`src/rtl/sba_div.sv`:
```
module sba_div #(
  parameter int DIVIDEND_BITS = 40,
  parameter int DIVISOR_BITS  = 18,
  parameter int RESULT_BITS   = 24
) (
  input  logic                            clk,
  input  logic                            rst,
  input  logic                            start,
  input  logic signed [DIVIDEND_BITS-1:0] dividend,
  input  logic        [DIVISOR_BITS-1:0]  divisor,
  output logic                            done,
  output logic signed [RESULT_BITS-1:0]   quotient
);

  localparam int CNT_BITS = $clog2(DIVIDEND_BITS + 1);
  localparam logic [DIVIDEND_BITS-1:0] SAT_MAG = DIVIDEND_BITS'(1) << (RESULT_BITS - 1);
  localparam logic signed [RESULT_BITS-1:0] RES_MAX = {1'b0, {(RESULT_BITS-1){1'b1}}};
  localparam logic signed [RESULT_BITS-1:0] RES_MIN = {1'b1, {(RESULT_BITS-1){1'b0}}};

  logic                     running;
  logic [CNT_BITS-1:0]      cnt;
  logic [DIVISOR_BITS-1:0]  rem;
  logic [DIVIDEND_BITS-1:0] quo;
  logic [DIVISOR_BITS-1:0]  dvs;
  logic                     neg;

  logic [DIVISOR_BITS:0]    rem_sh;
  logic [DIVISOR_BITS:0]    rem_sub;
  logic                     take;
  logic [DIVIDEND_BITS-1:0] mag;

  always_comb begin
    rem_sh  = {rem, quo[DIVIDEND_BITS-1]};
    rem_sub = rem_sh - {1'b0, dvs};
    take    = rem_sh >= {1'b0, dvs};
    mag     = dividend[DIVIDEND_BITS-1] ? DIVIDEND_BITS'(-dividend) : DIVIDEND_BITS'(dividend);
  end

  always_ff @(posedge clk) begin
    if (rst) begin
      running <= 1'b0;
      done    <= 1'b0;
    end else if (start) begin
      running <= 1'b1;
      done    <= 1'b0;
    end else if (running && cnt == '0) begin
      running <= 1'b0;
      done    <= 1'b1;
    end
  end

  always_ff @(posedge clk) begin
    if (start) begin
      neg <= dividend[DIVIDEND_BITS-1];
      quo <= mag;
      rem <= '0;
      dvs <= divisor;
      cnt <= CNT_BITS'(DIVIDEND_BITS);
    end else if (running) begin
      if (cnt != '0) begin
        // one quotient bit per cycle, restoring
        rem <= take ? rem_sub[DIVISOR_BITS-1:0] : rem_sh[DIVISOR_BITS-1:0];
        quo <= {quo[DIVIDEND_BITS-2:0], take};
        cnt <= cnt - 1'b1;
      end else begin
        // saturate to the sample range and restore the sign
        if (!neg) begin
          quotient <= (quo >= SAT_MAG) ? RES_MAX : RESULT_BITS'(quo);
        end else begin
          quotient <= (quo >= SAT_MAG) ? RES_MIN : RESULT_BITS'(-quo);
        end
      end
    end
  end

endmodule

```
`config.mk`:
```
export PLATFORM = sky130hd
export DESIGN_NAME = sba_div
export DESIGN_NICKNAME = d
export VERILOG_FILES = /design/src/rtl/sba_div.sv
export SDC_FILE = /design/constraint.sdc
export NUM_CORES = 1
export LEC_CHECK = 0
export BUFFER_PORTS_ARGS = -buffer_cell sky130_fd_sc_hd__buf_2
export CORE_MARGIN = 2
export CORE_UTILIZATION = 53
export DETAILED_ROUTE_END_ITERATION = 10
export PLACE_DENSITY_LB_ADDON = 0.2
export SLEW_MARGIN = 20
export SYNTH_ARGS = -nofsm -noshare
export SYNTH_HDL_FRONTEND = slang
export SYNTH_SLANG_ARGS = --single-unit
```
`constraint.sdc`:
```
create_clock -name clk -period 3 [get_ports clk]
set_clock_uncertainty 0.2 [all_clocks]
set_input_delay 0.6 -clock clk [delete_from_list [all_inputs] [get_ports clk]]
set_output_delay 0.6 -clock clk [all_outputs]
set_load 0.01 [all_outputs]
```
## After elaboration in Yosys (flattened, before gate mapping)

Cells that the tools add are included.

- Word-level logic and storage cells: 36
- Register bits after elaboration: 109
- Output and inout port bits: 25

- Add/subtract/negate cells: 4
- Reductions and logical operators: 10
- $lt $le $gt $ge: 2
- Mux-type cells: 10
- Bitwise logic cells: 2

Operators with widths:

| cell | number |
|---|---|
| $mux W40 | 4 |
| $mux W24 | 3 |
| $ge A40 B24 Y1 const B | 1 |
| $neg A40 Y40 | 1 |
| $neg A24 Y24 | 1 |
| $ge A19 B18 Y1 | 1 |
| $mux W18 | 1 |
| $sub A18 B18 Y18 | 1 |
| $logic_not A6 Y1 | 1 |
| $reduce_bool A2 Y1 | 3 |
| $reduce_bool A6 Y1 | 1 |
| $sub A6 B1 Y6 const B | 1 |
| $reduce_and A2 Y1 | 2 |
| $reduce_and A3 Y1 | 1 |
| $mux W1 | 2 |
| $not A1 Y1 | 2 |
| $reduce_or A2 Y1 | 1 |
| $logic_and A1 B1 Y1 | 1 |

## Logic depth before layout (Yosys ltp)

Gate-level depths: netlist (run 1).

- Word-level depth: 4
- Gate-level depth with buffers: 12
- Mapped depth without buffers: 11

## Worst setup path after synthesis (run 1)

Ideal clock, no wire load.

- Path type: in2reg
- From: input port dividend[28]
- To: register quo[37] (data pin)
- Arrival: 2.795 ns
- Cell stages on the path: 7
- Library setup time: 0.271 ns
- Setup slack: -0.266 ns
- Path buffers: 0
- Path through: or4_1 or4_4 or4_4 or3_4 o31ai_2 xor2_1 a21oi_1

- Cells in the longest elaborated chain, start to end: 3

Ends and longest elaborated chain:

| item | line | text |
|---|---|---|
| start, declared | 9 | `input logic signed [DIVIDEND_BITS-1:0] dividend,` |
| $neg A40 Y40 | 36 | `mag = dividend[DIVIDEND_BITS-1] ? DIVIDEND_BITS'(-dividend) : DIVIDEND_BITS'(dividend);` |
| $mux W40 | 36 |  |
| $mux W40 | 53 | `if (start) begin` |
| end signal, assigned | 55 | `quo <= mag;` |
| end signal, assigned | 63 | `quo <= {quo[DIVIDEND_BITS-2:0], take};` |
| end, declared | 23 | `logic [DIVIDEND_BITS-1:0] quo;` |

Every way passes these cells.
A chain may end at the register's enable or synchronous reset.

## Worst setup path after layout (run 1)

- From: input port dividend[28]
- To: register quo[38] (data pin)

The elaborated chain is that of the path after synthesis.

==> flow_summary.ini, run 1 <==
[run_status]
status = finished with violations
failed_checks = negative setup slack

[synth]
synth_top_cell_by_area = edfxtp_1
synth_top_area_share_pct = 38.4
synthCells = 691
synthArstFlopShare_pct = 0
yosys-top-cells-count = nor2_1, edfxtp_1, nand2_1
synth_cell_types = 52
synth-seq-area-share_pct = 46.4
synth_edf_count = 83
synth_ff_type = edfxtp_1
syn_area_per_cell_um2 = 9.40
synthTopCellsByArea = edfxtp_1, dfxtp_1, xor2_1
syn_area_um2 = 6490
ys_ff_latch = 109
yosysMostFrequentCell = nor2_1
synth_nets = 775
yosysWarningCount = 0

[final_layout]
n_fill_cell = 991
finalNetCount = 887
area_growth_pct = 18.7
drive_gt1_share_pct = 21.4

[route]
wirelength_mm = 14.3
vias = 5427
viasPerCell = 5.68
ant_nets = 0
post_drt_wl_per_cell_um = 15.0
post-route-drc-count = 0
drtIter0Drc = 468
drt-pass1-iter-count = 5

[timing]
max_freq_mhz = 325
maxSlewViolCount = 0
fin_crit_sh_pct = 103
slew_headroom_pct = 45.7
setup_viol_count_final = 3
fin_crit_ps = 3080
setup_ws_ps = -79.2
hold_viol = 0
rsz0062_at_grt = yes
worstMarginPinSlew_ps = 814

[pwr]
power_mw = 3.77
power.density_nw_per_um2 = 489
peakVddDrop_v = 0.000289
p_leak_nw = 3.12

[floorplan]
coreArea_um2 = 12000
initial_core_util_pct = 54.3
row_count = 40
dieHeight_um = 115
fp.dieW_um = 115
io_pins = 86
dieArea_um2 = 13200

[flow_run]
drv_cap = 0

[clock_network]
path_clk_slew_ps = 70
cts_tree = yes
htreeDepth = 3
cts.path.max_buffers = 2
cts_made_buffers = 9
cts_root_buf = clkbuf_16
clkLatencyLatePin_ps = 360
clock-sinks = 109

[critical_path]
crit_path_end_kind = register
crit_path_start_kind = input port
arrival_ps = 2960
critical_path_class = in2reg
worstPathRequired_ps = 2880
worstPathMaxFanout = 4

[placement]
hpwl_mm = 10.4
gp_congestion = 0.921
io_buffer_count = 85
dpl_worst_slack_ps = -516

[grt]
antenna_found_initial = 1
grt_use_total_pct = 22.8
grt_pass1_vias = 5015
grt_overflow = 0
grt_max_degree = 82
grt_pass1_wl_mm = 23.8

[worst_hold_path]
min_path_type = in2reg
[state kept, by name (all words and copies together) (netlist names)]
register / count
cnt: 6
neg: 1
done: 1
quo: 40
dvs: 18
rem: 18
quotient: 24
running: 1
[worst max-delay path, cell delays in order]
cell     delay, ps
buf_6          100
or4_4          520
or4_4          440
or4_4          430
or3_4          390
o41ai_4        240
xor2_1         180
a21oi_1         80
[metal layers]
metal	global-route usage, %	vias to the layer above	share of wire [%]
li1	-	2756	-
met1	29.6	2518	45
met2	37.8	128	49
met3	4.39	25	4.2
met4	8.84	0	2.3
met5	0	-	0
[area by class of cell]
class,instances,area [um2],area share [%]
multi-input combinational,515,3300,42.8
tap,147,184,2.39
clock inverter,6,38.8,0.503
antenna,1,2.50,0.0325
sequential,109,3010,39.1
inverter,32,120,1.56
timing repair buffer,136,823,10.7
clock buffer,10,229,2.97
[per-stage QoR]
stage	cells	cell area, um2	utilization [%]	TNS (ps)	hold slack [ps]
global route	955	7710	64.4	-363	202
finish	956	7710	64.5	-146	214
floorplan	691	6520	-	-720	270
global placement	934	7340	61.4	-1800	234
detailed placement	934	7340	61.4	-2270	242
CTS	954	7670	64.1	-183	207
[timing repair]
| action | in CTS | in global routing |
|---|---|---|
| pin swaps | 2 | 1 |
| endpoints found under the setup margin | 6 | 12 |
| hold buffers | 0 | 0 |
| resized for setup | 3 | 8 |
| buffers inserted | 4 | 1 |
[cell families after synthesis]
logic type / share of synthesized area [%]
compound gates: 17.1
xor+xnor: 8.09
fa+ha+maj: 4.55
buf+inv: 3.89
flops: 46.4
mux: 2.00
simple gates: 17.9
[placed cells by master, fill, tap and decap left out, types with 7 or more instances in the layout]
master | netlist | layout
nor2_1 | 90 | 89
a211oi_1 | 22 | 21
nand2_1 | 64 | 64
inv_1 | 32 | 32
ha_1 | 22 | 22
xnor2_1 | 11 | 11
edfxtp_1 | 83 | 83
dfxtp_1 | 26 | 26
nor3_1 | 14 | 13
nand2b_1 | 8 | 7
o31ai_1 | 15 | 13
nand3_1 | 8 | 8
o21ai_0 | 34 | 31
a21oi_1 | 57 | 57
buf_4 | 0 | 52
xor2_1 | 49 | 49
mux2i_1 | 13 | 13
buf_2 | 1 | 82
clkbuf_16 | 0 | 9
or3_1 | 15 | 14
o311ai_0 | 16 | 16
[worst paths after layout]
check | start | endpoint | slack [ps] | cells past startpoint
worst max-delay path | dividend[28] | quo[38] | -80 | 8
worst min-delay path | divisor[8] | dvs[8] | 210 | 1
worst max register to register | quo[1] | quotient[19] | 140 | 7
worst min register to register | done | done | 250 | 2
[report_power, final]
group,internal (mW),leakage (nW),switching [mW]
registers,1.77,1.01,0.0907
clock network,0.562,0.125,0.552
logic,0.353,1.99,0.446
total,2.68,3.12,1.09
No activity file was read; power rests on OpenSTA's default activity.
==> run 2: changes to the inputs <==
==> constraint.sdc (replaced) <==
create_clock -name clk -period 3 [get_ports clk]
set_clock_uncertainty 0.2 [all_clocks]
set_input_delay 0 -clock clk [delete_from_list [all_inputs] [get_ports clk]]
set_output_delay 0 -clock clk [all_outputs]
set_load 0.01 [all_outputs]
==> run 2 against run 1 <==
- the run now ends clean
- clock power grew 9.9%
- final cell count rose by 3.0%
- worst hold slack got worse by 170 ps
- count of clock-buffer cells in the layout down 1
- core utilization up 3.7 points
- global-route usage grew 1.4 points
- setup slack improved by 170 ps
- largest cell class unchanged
- die area is the same
- largest power group unchanged
==> flow_summary.ini, run 2 (synthesis gave the netlist of run 1 again) <==
[clock_network]
cts_made_buffers = 9
path_clk_slew_ps = 70
clkLatencyLatePin_ps = 360
htreeDepth = 3
cts_root_buf = clkbuf_16
cts_tree = yes
cts.path.max_buffers = 2
clock-sinks = 109

[grt]
grt_use_total_pct = 24.1
grt_pass1_wl_mm = 25.7
grt_pass1_vias = 5461
antenna_found_initial = 0
grt_max_degree = 77
grt_overflow = 0

[critical_path]
slowest_delay_ps = 540
cpMaxStageDelayCell = or4_4
worstPathRequired_ps = 2900
critical_path_class = in2reg
crit_path_start_kind = input port
critPathMostFrequentCell = or4_4
crit_path_end_kind = register
arrival_ps = 2810
crit_path_cell_trace = dlygate4sd3_1 -> buf_2 -> or4_4 -> or4_4 -> or3_4 -> o41ai_4 -> xor2_1 -> a21oi_1
critPathBufInv = 2
path_delay_family = simple AND/OR/NAND/NOR gates
worstPathMaxFanout = 6

[floorplan]
row_count = 40
dieArea_um2 = 13200
fp.dieW_um = 115
initial_core_util_pct = 54.3
dieHeight_um = 115
coreArea_um2 = 12000
io_pins = 86

[final_layout]
register_area_um2 = 3010
largest_reg_flops = 40
multi_input_area_um2 = 3320
n_fill_cell = 891
top_regs = quo: 40 flops, quotient: 24 flops
antenna_cells = 0
final_common_cell = nor2_1
final_cell_mix = nor2_1, edfxtp_1, buf_2
drive_gt1_share_pct = 17.5
area_growth_pct = 25.6
finalNetCount = 917
regMostFlops = quo

[route]
wirelength_mm = 15.3
ant_nets = 0
highest_layer = met4
met2WireLength_mm = 7.49
vias = 5624
wl_met1_mm = 6.79
viasPerCell = 5.71
wl_met3_um = 697
drtIter0Drc = 393
drt-pass1-iter-count = 5
post_drt_wl_per_cell_um = 15.5
post-route-drc-count = 0

[pwr]
peakVddDrop_v = 0.000352
pwr-share-clk_pct = 30.9
p_leak_nw = 3.28
switching_share_pct = 28.5
power.density_nw_per_um2 = 482
p_sw_mw = 1.12
p_seq_share_pct = 47.7
p_comb_share_pct = 21.4
p_int_mw = 2.81

[timing]
slew_headroom_pct = 39.0
maxSlewViolCount = 0
hold_viol = 0
fin_crit_ps = 2910
worstMarginPinSlew_ps = 914
setup_viol_count_final = 0
setup_tns_ps = 0
max_freq_mhz = 343
fin_crit_sh_pct = 97.1
setup_ws_ps = 87.9

[run_status]
status = finished clean

[placement]
hpwl_mm = 10.3
dpl_worst_slack_ps = -58.7
io_buffer_count = 85
gp_congestion = 0.892

[worst_hold_path]
min_path_type = in2reg

[flow_run]
drv_cap = 0
-- run 2: worst register-to-register path, cell delays in order (launching register included) --
cell,delay [ps]
edfxtp_1,410
buf_6,150
or3_4,360
or3_4,340
or3_4,350
or4_4,490
o31ai_4,280
xor2_1,90
-- run 2: path summary, 6_finish.rpt --
check / startpoint / slack, ps / cells past startpoint / endpoint
setup / recovery: dividend[24] / 90 / 8 / quo[38]
hold / removal: dividend[26] / 50 / 4 / quo[27]
setup reg to reg: quo[1] / 90 / 7 / quotient[17]
hold reg to reg: done / 250 / 2 / done
-- run 2: timing repair --
action                                  CTS  global route
pin swaps                                 0             8
gates resized for setup                   5            22
endpoints found under the hold margin    69             1
buffers inserted                          1             1
endpoints found under the setup margin    4            14
hold buffers                             59             1
-- run 2: power groups by stage --
stage | logic, mW | clock network (mW) | registers (mW)
3_3_place_gp | 0.733 | 0 | 1.89
6_report | 0.841 | 1.22 | 1.87
2_1_floorplan | 0.548 | 0 | 1.86
4_1_cts | 0.828 | 1.23 | 1.86
5_1_grt | 0.940 | 1.29 | 1.89
3_5_place_dp | 0.757 | 0 | 1.89
-- run 2: layer usage --
metal	track usage (%)	up-vias
li1	-	2807
met2	41.0	161
met4	8.35	0
met3	3.55	25
met1	31.7	2631
met5	0	-
-- run 2: through the flow --
step                      cell area, um2  utilization (%)  hold slack, ps  power [mW]  cells
after global routing                8160             68.2            82.6        4.11    985
after CTS                           8080             67.5            15.9        3.92    985
final                               8160             68.2            48.4        3.93    985
after global placement              7160             59.9           -24.2        2.62    909
after detailed placement            7160             59.9           -21.9        2.65    909
after floorplan                     6500                -            -128        2.41    691
-- run 2: cell type report --
type	instances	area share, %
Clock buffer	9	2.76
Clock inverter	7	0.905
Inverter	32	1.47
Multi-Input combinational cell	515	40.7
Sequential cell	109	36.9
Tap cell	147	2.25
Timing Repair Buffer	166	15.0
